`config.mk`:
```
export PLATFORM = sky130hd
export DESIGN_NAME = debounced_digit_matrix_display
export DESIGN_NICKNAME = d
export VERILOG_FILES = /design/src/rtl/dddm_pkg.sv /design/src/rtl/dddm_front.sv /design/src/rtl/dddm_queue.sv /design/src/rtl/dddm_render.sv /design/src/rtl/debounced_digit_matrix_display.sv
export SDC_FILE = /design/constraint.sdc
export NUM_CORES = 1
export LEC_CHECK = 0
export ABC_AREA = 1
export BUFFER_PORTS_ARGS = -buffer_cell sky130_fd_sc_hd__buf_2
export CORE_MARGIN = 8
export CORE_UTILIZATION = 40
export CTS_BUF_LIST = sky130_fd_sc_hd__clkbuf_8
export DETAILED_ROUTE_END_ITERATION = 7
export MAX_ROUTING_LAYER = met4
export SLEW_MARGIN = 20
export SYNTH_ARGS = -nofsm -noshare
export SYNTH_HDL_FRONTEND = slang
export SYNTH_SLANG_ARGS = --single-unit
```
`constraint.sdc`:
```
create_clock -name clock -period 3 [get_ports clock]
set_input_delay 0.45 -clock clock [delete_from_list [all_inputs] [get_ports clock]]
set_output_delay 0.45 -clock clock [all_outputs]
set_load 0.01 [all_outputs]
```
`src/rtl/dddm_pkg.sv`:
```
package dddm_pkg;

   // Timestamp storage width default; the request field itself is always 32 bits.
   localparam int TIME_WIDTH_DEFAULT = 32;
   localparam int REQ_TIME_WIDTH     = 32;

   localparam int DIGIT_WIDTH   = 4;
   localparam int DEBOUNCE_WIDTH = 16;
   localparam int BRIGHT_WIDTH  = 8;
   localparam int PIXEL_WIDTH   = 24;
   localparam int CSR_IDX_WIDTH = 2;

   localparam logic [DIGIT_WIDTH-1:0]    DIGIT_MAX        = 4'd9;
   localparam logic [DEBOUNCE_WIDTH-1:0] DEBOUNCE_RESET   = 16'd400;
   localparam logic [BRIGHT_WIDTH-1:0]   BRIGHTNESS_RESET = 8'd51;

   // Action codes carried in req_tuser.
   localparam logic [1:0] ACT_UP     = 2'd0;
   localparam logic [1:0] ACT_DOWN   = 2'd1;
   localparam logic [1:0] ACT_RENDER = 2'd2;

   // Configuration register indexes.
   localparam logic [CSR_IDX_WIDTH-1:0] CSR_DEBOUNCE   = 2'd0;
   localparam logic [CSR_IDX_WIDTH-1:0] CSR_BRIGHTNESS = 2'd1;

   // Glyph grid geometry.
   localparam logic [2:0] ROW_TOP = 3'd4;
   localparam logic [2:0] COL_MAX = 3'd4;

   // One queued render request.
   typedef struct packed {
      logic                   valid;
      logic [DIGIT_WIDTH-1:0] digit;
   } frame_req_type;

   // Bit (5 * row + col) of a glyph word is the pixel at that row and column.
   function automatic logic glyph_lit(input logic [DIGIT_WIDTH-1:0] d,
                                      input logic [2:0] row,
                                      input logic [2:0] col);
      logic [24:0] word;
      logic [4:0]  idx;
      case (d)
         4'd0:    word = {5'h0E, 5'h0A, 5'h0A, 5'h0A, 5'h0E};
         4'd1:    word = {5'h0E, 5'h04, 5'h04, 5'h06, 5'h04};
         4'd2:    word = {5'h0E, 5'h02, 5'h0E, 5'h08, 5'h0E};
         4'd3:    word = {5'h0E, 5'h08, 5'h0C, 5'h08, 5'h0E};
         4'd4:    word = {5'h08, 5'h08, 5'h0E, 5'h0A, 5'h0A};
         4'd5:    word = {5'h0E, 5'h08, 5'h0E, 5'h02, 5'h0E};
         4'd6:    word = {5'h0E, 5'h0A, 5'h0E, 5'h02, 5'h0E};
         4'd7:    word = {5'h08, 5'h08, 5'h08, 5'h0A, 5'h0E};
         4'd8:    word = {5'h0E, 5'h0A, 5'h0E, 5'h0A, 5'h0E};
         4'd9:    word = {5'h08, 5'h08, 5'h0E, 5'h0A, 5'h0E};
         default: word = '0;
      endcase
      idx = 5'(row) * 5'd5 + 5'(col);
      return word[idx];
   endfunction

endpackage

```
`src/rtl/dddm_front.sv`:
```
module dddm_front
   import dddm_pkg::*;
#(
   parameter int TIME_WIDTH = TIME_WIDTH_DEFAULT
) (
   input  logic                          clock,
   input  logic                          reset,
   input  logic                          req_tvalid,
   output logic                          req_tready,
   input  logic [1:0]                    req_action,
   input  logic [REQ_TIME_WIDTH-1:0]     req_time,
   input  logic [DEBOUNCE_WIDTH-1:0]     debounce_ms,
   input  logic                          queue_full,
   output frame_req_type                 push
);

   localparam int EXT_WIDTH = (TIME_WIDTH > REQ_TIME_WIDTH) ? TIME_WIDTH : REQ_TIME_WIDTH;

   logic [DIGIT_WIDTH-1:0] digit_ff, digit_in;
   logic [TIME_WIDTH-1:0]  last_up_ff, last_up_in;
   logic [TIME_WIDTH-1:0]  last_down_ff, last_down_in;

   logic [EXT_WIDTH-1:0]   time_ext;
   logic [TIME_WIDTH-1:0]  t_now;
   logic [TIME_WIDTH-1:0]  up_gap;
   logic [TIME_WIDTH-1:0]  down_gap;
   logic                   up_ok;
   logic                   down_ok;
   logic                   accept;

   assign req_tready = !queue_full;
   assign accept     = req_tvalid && req_tready;

   // Timestamps live modulo 2^TIME_WIDTH.
   assign time_ext = EXT_WIDTH'(req_time);
   assign t_now    = time_ext[TIME_WIDTH-1:0];
   assign up_gap   = t_now - last_up_ff;
   assign down_gap = t_now - last_down_ff;
   assign up_ok    = up_gap > TIME_WIDTH'(debounce_ms);
   assign down_ok  = down_gap > TIME_WIDTH'(debounce_ms);

   always_comb begin
      digit_in     = digit_ff;
      last_up_in   = last_up_ff;
      last_down_in = last_down_ff;
      push.valid   = 1'b0;
      push.digit   = digit_ff;
      if (accept) begin
         case (req_action)
            ACT_UP: begin
               if (up_ok) begin
                  last_up_in = t_now;
                  if (digit_ff < DIGIT_MAX) begin
                     digit_in = digit_ff + 4'd1;
                  end
               end
            end
            ACT_DOWN: begin
               if (down_ok) begin
                  last_down_in = t_now;
                  if (digit_ff != '0) begin
                     digit_in = digit_ff - 4'd1;
                  end
               end
            end
            ACT_RENDER: begin
               push.valid = 1'b1;
            end
            default: begin
            end
         endcase
      end
   end

   always_ff @(posedge clock) begin
      if (reset) begin
         digit_ff     <= '0;
         last_up_ff   <= '0;
         last_down_ff <= '0;
      end else begin
         digit_ff     <= digit_in;
         last_up_ff   <= last_up_in;
         last_down_ff <= last_down_in;
      end
   end

   a_digit_range: assert property (@(posedge clock) disable iff (reset)
      digit_ff <= DIGIT_MAX)
      else $error("digit left its range");

   a_reject_keeps_time: assert property (@(posedge clock) disable iff (reset)
      (accept && req_action == ACT_UP && !up_ok) |=> $stable(last_up_ff))
      else $error("rejected up press moved its timestamp");

endmodule

```
`src/rtl/dddm_queue.sv`:
```
module dddm_queue
   import dddm_pkg::*;
(
   input  logic          clock,
   input  logic          reset,
   input  frame_req_type push,
   input  logic          pop,
   output frame_req_type head,
   output logic          full
);

   logic [DIGIT_WIDTH-1:0] slot_ff [2];
   logic                   wr_ptr_ff, wr_ptr_in;
   logic                   rd_ptr_ff, rd_ptr_in;
   logic [1:0]             count_ff, count_in;
   logic                   do_push;
   logic                   do_pop;

   assign full       = count_ff == 2'd2;
   assign head.valid = count_ff != 2'd0;
   assign head.digit = slot_ff[rd_ptr_ff];
   assign do_push    = push.valid && !full;
   assign do_pop     = pop && head.valid;

   always_comb begin
      wr_ptr_in = do_push ? !wr_ptr_ff : wr_ptr_ff;
      rd_ptr_in = do_pop ? !rd_ptr_ff : rd_ptr_ff;
      count_in  = count_ff;
      if (do_push && !do_pop) begin
         count_in = count_ff + 2'd1;
      end else if (do_pop && !do_push) begin
         count_in = count_ff - 2'd1;
      end
   end

   always_ff @(posedge clock) begin
      if (do_push) begin
         slot_ff[wr_ptr_ff] <= push.digit;
      end
   end

   always_ff @(posedge clock) begin
      if (reset) begin
         wr_ptr_ff <= 1'b0;
         rd_ptr_ff <= 1'b0;
         count_ff  <= '0;
      end else begin
         wr_ptr_ff <= wr_ptr_in;
         rd_ptr_ff <= rd_ptr_in;
         count_ff  <= count_in;
      end
   end

   a_count_bound: assert property (@(posedge clock) disable iff (reset)
      count_ff <= 2'd2)
      else $error("queue count overflow");

   a_no_lost_push: assert property (@(posedge clock) disable iff (reset)
      !(push.valid && full))
      else $error("render request pushed into a full queue");

endmodule

```
`src/rtl/dddm_render.sv`:
```
module dddm_render
   import dddm_pkg::*;
(
   input  logic                     clock,
   input  logic                     reset,
   input  frame_req_type            head,
   output logic                     pop,
   input  logic [BRIGHT_WIDTH-1:0]  brightness,
   output logic                     rsp_tvalid,
   input  logic                     rsp_tready,
   output logic [PIXEL_WIDTH-1:0]   rsp_tdata,
   output logic                     rsp_tlast
);

   logic                   busy_ff, busy_in;
   logic [DIGIT_WIDTH-1:0] digit_ff, digit_in;
   logic [2:0]             row_ff, row_in;
   logic [2:0]             step_ff, step_in;
   logic                   valid_ff, valid_in;
   logic [PIXEL_WIDTH-1:0] data_ff, data_in;
   logic                   last_ff, last_in;

   logic                   load;
   logic                   at_last;
   logic [2:0]             col;
   logic                   lit;

   // Even rows run from column 4 down, odd rows from column 0 up.
   assign col     = row_ff[0] ? step_ff : COL_MAX - step_ff;
   assign lit     = glyph_lit(digit_ff, row_ff, col);
   assign at_last = row_ff == '0 && step_ff == COL_MAX;
   assign load    = busy_ff && (!valid_ff || rsp_tready);
   assign pop     = head.valid && (!busy_ff || (load && at_last));

   always_comb begin
      busy_in  = busy_ff;
      digit_in = digit_ff;
      row_in   = row_ff;
      step_in  = step_ff;
      valid_in = valid_ff && !rsp_tready;
      data_in  = data_ff;
      last_in  = last_ff;
      if (load) begin
         valid_in = 1'b1;
         data_in  = lit ? {8'd0, brightness, 8'd0} : '0;
         last_in  = at_last;
         if (step_ff == COL_MAX) begin
            step_in = '0;
            row_in  = row_ff - 3'd1;
         end else begin
            step_in = step_ff + 3'd1;
         end
         if (at_last) begin
            busy_in = 1'b0;
         end
      end
      if (pop) begin
         busy_in  = 1'b1;
         digit_in = head.digit;
         row_in   = ROW_TOP;
         step_in  = '0;
      end
   end

   always_ff @(posedge clock) begin
      if (reset) begin
         busy_ff  <= 1'b0;
         valid_ff <= 1'b0;
      end else begin
         busy_ff  <= busy_in;
         valid_ff <= valid_in;
      end
   end

   always_ff @(posedge clock) begin
      digit_ff <= digit_in;
      row_ff   <= row_in;
      step_ff  <= step_in;
      data_ff  <= data_in;
      last_ff  <= last_in;
   end

   assign rsp_tvalid = valid_ff;
   assign rsp_tdata  = data_ff;
   assign rsp_tlast  = last_ff;

   a_scan_range: assert property (@(posedge clock) disable iff (reset)
      busy_ff |-> (row_ff <= ROW_TOP && step_ff <= COL_MAX))
      else $error("pixel scan left the glyph grid");

   a_red_only: assert property (@(posedge clock) disable iff (reset)
      valid_ff |-> (data_ff[23:16] == '0 && data_ff[7:0] == '0))
      else $error("pixel carries green or blue");

   a_frame_start: assert property (@(posedge clock) disable iff (reset)
      pop |=> (busy_ff && row_ff == ROW_TOP && step_ff == '0))
      else $error("frame did not start at the top row");

endmodule

```
`src/rtl/debounced_digit_matrix_display.sv`:
```
// Channel  | Direction | Signals                          | Contents
// req      | in        | req_tvalid/tready/tdata/tuser    | press or render request
// rsp      | out       | rsp_tvalid/tready/tdata/tlast    | one pixel word per transfer
// csr      | in        | csr_valid/ready/index/wdata      | configuration register write
//
// A press transfer is finished in the cycle it is taken; it produces no result.
// A render transfer yields 25 pixel transfers, one per cycle while rsp_tready is high,
// so the renderer's pixel counter sets the pace, and queued frames run back to back.
// Up to two render requests wait in a queue; req_tready drops only while it is full.
// Reset is synchronous and needs no clearing pass; the digit and both press times start at zero.
module debounced_digit_matrix_display
   import dddm_pkg::*;
#(
   parameter int TIME_WIDTH = TIME_WIDTH_DEFAULT
) (
   input  logic                       clock,
   input  logic                       reset,
   // Request channel.
   input  logic                       req_tvalid,
   output logic                       req_tready,
   input  logic [31:0]                req_tdata,   // [31:0] time_ms
   input  logic [1:0]                 req_tuser,   // [1:0] action
   // Result channel.
   output logic                       rsp_tvalid,
   input  logic                       rsp_tready,
   output logic [PIXEL_WIDTH-1:0]     rsp_tdata,   // [23:0] pixel_grb
   output logic                       rsp_tlast,   // last_pixel
   // Configuration write channel.
   input  logic                       csr_valid,
   output logic                       csr_ready,
   input  logic [CSR_IDX_WIDTH-1:0]   csr_index,
   input  logic [DEBOUNCE_WIDTH-1:0]  csr_wdata
);

   logic [DEBOUNCE_WIDTH-1:0] debounce_ff, debounce_in;
   logic [BRIGHT_WIDTH-1:0]   bright_ff, bright_in;
   frame_req_type             push;
   frame_req_type             head;
   logic                      queue_full;
   logic                      pop;

   // Configuration writes are always taken; an index beyond the list is dropped.
   assign csr_ready = 1'b1;

   always_comb begin
      debounce_in = debounce_ff;
      bright_in   = bright_ff;
      if (csr_valid && csr_ready) begin
         case (csr_index)
            CSR_DEBOUNCE:   debounce_in = csr_wdata;
            CSR_BRIGHTNESS: bright_in   = csr_wdata[BRIGHT_WIDTH-1:0];
            default: begin
            end
         endcase
      end
   end

   always_ff @(posedge clock) begin
      if (reset) begin
         debounce_ff <= DEBOUNCE_RESET;
         bright_ff   <= BRIGHTNESS_RESET;
      end else begin
         debounce_ff <= debounce_in;
         bright_ff   <= bright_in;
      end
   end

   // The front end applies presses to the digit in arrival order and snapshots the digit
   // for each render request, so later presses never alter a frame already queued.
   dddm_front #(
      .TIME_WIDTH (TIME_WIDTH)
   ) u_front (
      .clock       (clock),
      .reset       (reset),
      .req_tvalid  (req_tvalid),
      .req_tready  (req_tready),
      .req_action  (req_tuser),
      .req_time    (req_tdata),
      .debounce_ms (debounce_ff),
      .queue_full  (queue_full),
      .push        (push)
   );

   dddm_queue u_queue (
      .clock (clock),
      .reset (reset),
      .push  (push),
      .pop   (pop),
      .head  (head),
      .full  (queue_full)
   );

   // The renderer scans the glyph in serpentine order into a registered output stage.
   dddm_render u_render (
      .clock      (clock),
      .reset      (reset),
      .head       (head),
      .pop        (pop),
      .brightness (bright_ff),
      .rsp_tvalid (rsp_tvalid),
      .rsp_tready (rsp_tready),
      .rsp_tdata  (rsp_tdata),
      .rsp_tlast  (rsp_tlast)
   );

endmodule
```
# Word level (Yosys, flattened, before mapping)
# Memories as Yosys holds them, arrays and structs flattened. A register that Yosys moved wholly into a read port is not among the register bits.
# Cells that the tools add are included.
[classes]
eq_ne = 9
n_reduce_logical = 36
n_mul = 1
magnitude_cmp = 4
muxes = 19
n_addsub = 10
[ops]
columns = ["operator", "count"]
rows = [
  ["> comparator 32 x 16 -> 1 bit", 2],
  ["subtractor 32 bit", 2],
  ["two-way mux 4 bit", 4],
  ["logical AND 1 bit", 10],
  ["nonzero test 2 bit", 5],
  ["two-way mux 1 bit", 9],
  ["logical NOT 1 bit", 8],
  ["inequality test 2 x 1 -> 1 bit, second input constant", 4],
  ["one-hot mux 4 bit (2 select lines)", 1],
  ["AND reduction 2 bit", 4],
  ["< comparator 5 x 6 -> 1 bit, second input constant", 1],
  ["two-way mux 3 bit", 2],
  ["AND reduction 3 bit", 2],
  ["AND reduction 6 bit", 1],
  ["adder 5 x 3 -> 5 bit", 1],
  ["binary-select mux 1 bit (select 5 bit)", 1],
  ["multiplier 3 x 3 -> 5 bit, second input constant", 1],
  ["adder 4 x 1 -> 4 bit, second input constant", 1],
  ["equality test 2 x 1 -> 1 bit, second input constant", 2],
  ["equality test 2 bit, second input constant", 2],
  ["logical NOT 2 bit", 2],
  ["< comparator 4 bit, second input constant", 1],
  ["two-way mux 2 bit", 2],
  ["nonzero test 4 bit", 1],
  ["9 further kinds", 10],
]
[word_totals]
elab_cells = 96
reg_bits = 129
output_inout_bits = 28
romBits = 240
ramBits = 8
mem_count = 2
[memory_table]
columns = ["name", "words", "word_bits", "read_ports", "rd_ports_with_merged_regs", "wr", "line_no", "text"]
rows = [
  ["(no name shown)", 16, 15, 1, 0, 0, "dddm_pkg.sv:42", "case (d)"],
  ["u_queue.slot_ff", 2, 4, 1, 1, 1, "dddm_queue.sv:12", "logic [DIGIT_WIDTH-1:0] slot_ff [2];"],
]

# Longest topological paths before layout
[depth]
ltp_word = 10
depth_mapped = 30
ltp_nobuf = 30

# Hierarchy
# From an unflattened synthesis, not the netlist that was laid out.
[unflattened]
cells_unflattened = 1878
area_unflattened_um2 = 11841.4
[modules_own_cells]
columns = ["mod", "n_inst", "area_per_inst_um2", "cells_each"]
rows = [
  ["dddm_front", 1, 8381.8, 1457],
  ["dddm_render", 1, 1918.1, 225],
  ["debounced_digit_matrix_display", 1, 1012.2, 147],
  ["dddm_queue", 1, 529.3, 49],
]

# Least setup slack after synthesis
# No wires, ideal clock.
[synth_timing]
path_kind = "input to register"
startpoint = "input req_tdata[0]"
endpoint = "register u_front.digit_ff[1]"
path_stages = 26
setup_ps = 113
required_time_ps = 2887
setup_slack_ps = -169
arrival_ps = 3056
n_path_buf = 0
path_cell_list = "inv_1 -> ha_1 -> fa_1 -> inv_1 -> nand2_1 -> nand2_1 -> and2_1 -> nand2_1 -> nand3_2 -> xor2_1 -> ha_1 -> nand2_1 -> nor3_1 -> nand3_1 -> nand2_1 -> nand3_1 -> nor2_1 -> nand2_1 -> nor2_1 -> nand2_1 -> nand2_1 -> nand2_2 -> nand3_2 -> nand2_1 -> nand2_1 -> nor2_1"
[synth_between]
elab_chain_len = 4
word_cells_on_any_way = 7
cone_classes = "2 x add/sub; 2 x order compare; 2 x eq/ne; 1 x reduce/logical"
[synth_lines]
columns = ["element", "line_no", "text"]
rows = [
  ["start: declaration", "debounced_digit_matrix_display.sv:21", "input logic [31:0] req_tdata,"],
  ["subtractor 32 bit, on equally long branches", "dddm_front.sv:38, dddm_front.sv:37", ""],
  ["> comparator 32 x 16 -> 1 bit, on equally long branches", "dddm_front.sv:40, dddm_front.sv:39", ""],
  ["inequality test 2 x 1 -> 1 bit (no source line)", "-", ""],
  ["AND reduction 6 bit (no source line) (*)", "-", ""],
  ["end signal: assignment", "dddm_front.sv:81", "digit_ff <= digit_in;"],
  ["end: declaration", "dddm_front.sv:19", "logic [DIGIT_WIDTH-1:0] digit_ff, digit_in;"],
]
# Mark *: on every way between the ends. The rest lies on a longest branch, timed or not.
# A chain may end at the register's enable or synchronous reset.

# Final worst setup path
[layout_timing]
startpoint = "register u_front.last_down_ff[10]"
endpoint = "register u_front.last_down_ff[8]"
[layout_between]
elab_chain_len = 3
[layout_lines]
columns = ["element", "line_no", "text"]
rows = [
  ["start: declaration", "dddm_front.sv:21", "logic [TIME_WIDTH-1:0] last_down_ff, last_down_in;"],
  ["start signal: assignment", "dddm_front.sv:83", "last_down_ff <= last_down_in;"],
  ["subtractor 32 bit", "dddm_front.sv:38", "assign down_gap = t_now - last_down_ff;"],
  ["> comparator 32 x 16 -> 1 bit", "dddm_front.sv:40", "assign down_ok = down_gap > TIME_WIDTH'(debounce_ms);"],
  ["AND reduction 3 bit (no source line)", "-", ""],
]
# No other way between the ends.

==> results.md <==
- Status: finished, violations left
- Failing checks: negative setup slack
- Initial core utilization: 40.53%
- # DRC: 0
- H-Tree Depth: 4
- Crit path DAT: 3810 ps
- Critical setup path kind: flop to flop
- Clock Sinks: 125
- Power per cell area: 518.1 nW/µm²
- Clock Latency Late Sink: 480 ps
- Startpoint types: flop
- Grt total ovfl: 0
- TritonCTS clock tree: built
- Final Hold Viols: 0
- CTS Buf Count: 17
- Drt wl/cell: 14.99 µm
- Top cell type's share of synthesized area: 18.49%
- Drt first-iter violations: 827
- DRT antenna net count: 0
- # IOs: 85
- Ratio of cells with drive above 1 in the final layout: 31.27%
- Number of synthesized flops with an enable pin: 21
- Layout Nets: 2,249
- Die Ht: 183.8 µm
- # Max-Cap Violations: 0
- Top cells by area, synth: dfxtp_1 (18%), nand2_1 (18%), ha_1 (13%)
- Clock root buffer: clkbuf_8
- RSZ-0062 raised after global routing: yes
- FILL cells: 2,677
- Max_slew headroom: 43.09%
- Final Max Tran Viols: 0
- Die Wd: 183.8 µm
- Synth warn: 0
- Ys flop type: dfxtp_1
- Final min period: 3406 ps
- Seq cells post-synth: 125
- Asr flop ratio synth: 0%
- First-pass GRT wire length: 57,890 µm
- Row Count: 61
- Crit path max fanout: 7
- Clock tree buffer depth: 2
- Die Area: 33,780 µm²
- Cell area after synthesis: 11,260 µm²
- Reg2reg setup slack: -410 ps
- Layout area overhead: 37.58%
- Clock Skews: 22.65 ps
- F_max: 293.6 MHz
- Synth Area per Inst: 6.330 µm²
- Area of the multi-input gates: 8034 µm²
- Pre-antenna DRT Iters: 5
- Leak: 7.867 nW
- Post-Syn Instances: 1,779
- Maximum VDD drop: 0.2309 mV
- Register area: 2741 µm²
- Fin util: 55.76%
- Pwr Total: 0.008026 W
- Post-DP HPWL: 26,910 µm
- ANT cells: 0
- Netlist cell types: 44
- Vias in the first global route: 11.38k
- HP Class: input port to flop
- IO buf count: 67
- Synth area leader: dfxtp_1
- Via density: 4.818
- Final setup viols: 68
- Post-synthesis sequential area ratio: 24.09%
- Fin crit share: 113.5%
- Total track usage: 22.08%
- Measured slew at the worst slew-check pin: 847.1 ps
- Initial antenna violation count: 0
- Largest net degree at the start of global routing: 53
- Final worst slack: -405.7 ps
- DR vias: 11.87k
- CP required: 3400 ps
- Core footprint: 27,780 µm²
- Clock slew at reported path FFs: 110 ps
- Critical Path End Type: flop
- DRT Wirelength: 36,910 µm
- Final Wtd Congestion: 0.9242
[layout by cell type, fill, tap and decap left out, types with 30 or more instances in the layout]
cell type / n
nand2_1: 482
o21ai_0: 39
ha_1: 84
dfxtp_1: 83
a21oi_2: 58
buf_4: 194
ha_4: 30
a21oi_1: 90
inv_2: 41
nor2_1: 117
o21ai_1: 38
buf_2: 67
nand3_1: 55
inv_1: 305
nand2_2: 60
[critical path, stage by stage (launching register included)]
cell and delay [ps]:
dfxtp_2 350, inv_2 60, ha_4 280, nand2_2 70, inv_1 110, nand2_1 80, inv_2 80, nand2_1 60
inv_1 100, nand2_1 70, nand2_1 110, xor2_1 170, ha_1 290, a21oi_2 140, o21ai_1 70, a21oi_1 120
nand2_1 60, nand2_1 70, nand3_1 70, nor2_1 100, nand2_1 60, nor2_2 110, nand2_2 80, nand2_4 100
buf_12 150, buf_12 140, o21ai_1 70, a21oi_2 160
[per-stage QoR]
step	setup WS [ps]	TNS [ps]	area (µm²)	cells	hold WS (ps)
3_5_place_dp	-699.4	-45020	13260	2367	450.2
3_3_place_gp	-712.4	-45970	13260	2367	442.4
5_1_grt	-632.5	-38600	15490	2463	218.5
6_report	-405.7	-24030	15490	2463	219.8
4_1_cts	-335.7	-19640	15050	2457	207.4
2_1_floorplan	0.6248	0	11460	1794	430.0
[layout make-up]
cell class | instances | area share (%)
tap | 378 | 3.053
timing repair buffer | 301 | 16.21
clock buffer | 17 | 1.510
sequential | 125 | 17.69
multi-input combinational | 1278 | 51.86
inverter | 349 | 8.537
clock inverter | 15 | 1.139
[logic make-up after synthesis]
family / after synthesis / synth area share [%]
other: 2 / 0.06669
and+or+nand+nor: 817 / 30.24
adders and majority gates: 120 / 13.60
AOI/OAI and AO/OA: 285 / 14.57
buffers and inverters: 391 / 14.40
DFF: 125 / 24.09
xor gates and xnor gates: 39 / 3.033
[cell usage after synthesis, drive strengths merged, types with 10 or more instances]
library cell and count:
inv 349, o211ai 11, a21oi 152, o21bai 10, nand3 73, o21ai 99
dfxtp 104, nor2 148, xor2 32, nand2 555, nor3 13, clkbuf 12
buf 30, ha 116, nand4 16, edfxtp 21
[sequential cells by signal, summed over array words and instances, names as in the netlist]
register,count
u_queue.rd_ptr_ff,1
u_queue.slot_ff,8
u_render.rsp_tvalid,1
u_front.digit_ff,4
debounce_ff,16
u_render.busy_ff,1
u_render.row_ff,3
u_render.step_ff,3
u_front.last_down_ff,32
u_queue.count_ff,2
u_queue.wr_ptr_ff,1
u_render.digit_ff,4
u_render.rsp_tlast,1
u_render.rsp_tdata,8
bright_ff,8
u_front.last_up_ff,32
[final timing paths]
kind                            start                       to  cells after the start
max reg2reg  u_front.last_down_ff[10]  u_front.last_down_ff[8]                     27
min reg2reg              bright_ff[2]             bright_ff[2]                      2
max          u_front.last_down_ff[10]  u_front.last_down_ff[8]                     27
min                      csr_wdata[8]           debounce_ff[8]                      3
[per-layer routing]
layer  track usage (%)  wire, µm
met5                 -         0
met4             8.551      1334
met2             35.29     16610
met1             27.67     17310
met3             3.538      1656
[report_power, final]
group	switching, W	internal, W
clock	0.000908	0.000772
combinational	0.00241	0.00185
sequential	0.000115	0.00197
total	0.00343	0.00460
[repair_timing]
item                                    4_1_cts  5_1_grt
hold buffers                                  0        0
gates cloned                                 12        1
endpoints found under the setup margin       76       77
pin swaps                                    62       82
gates resized for setup                     149      159
setup buffers                                46       12
(Power assumes the default switching activity.)
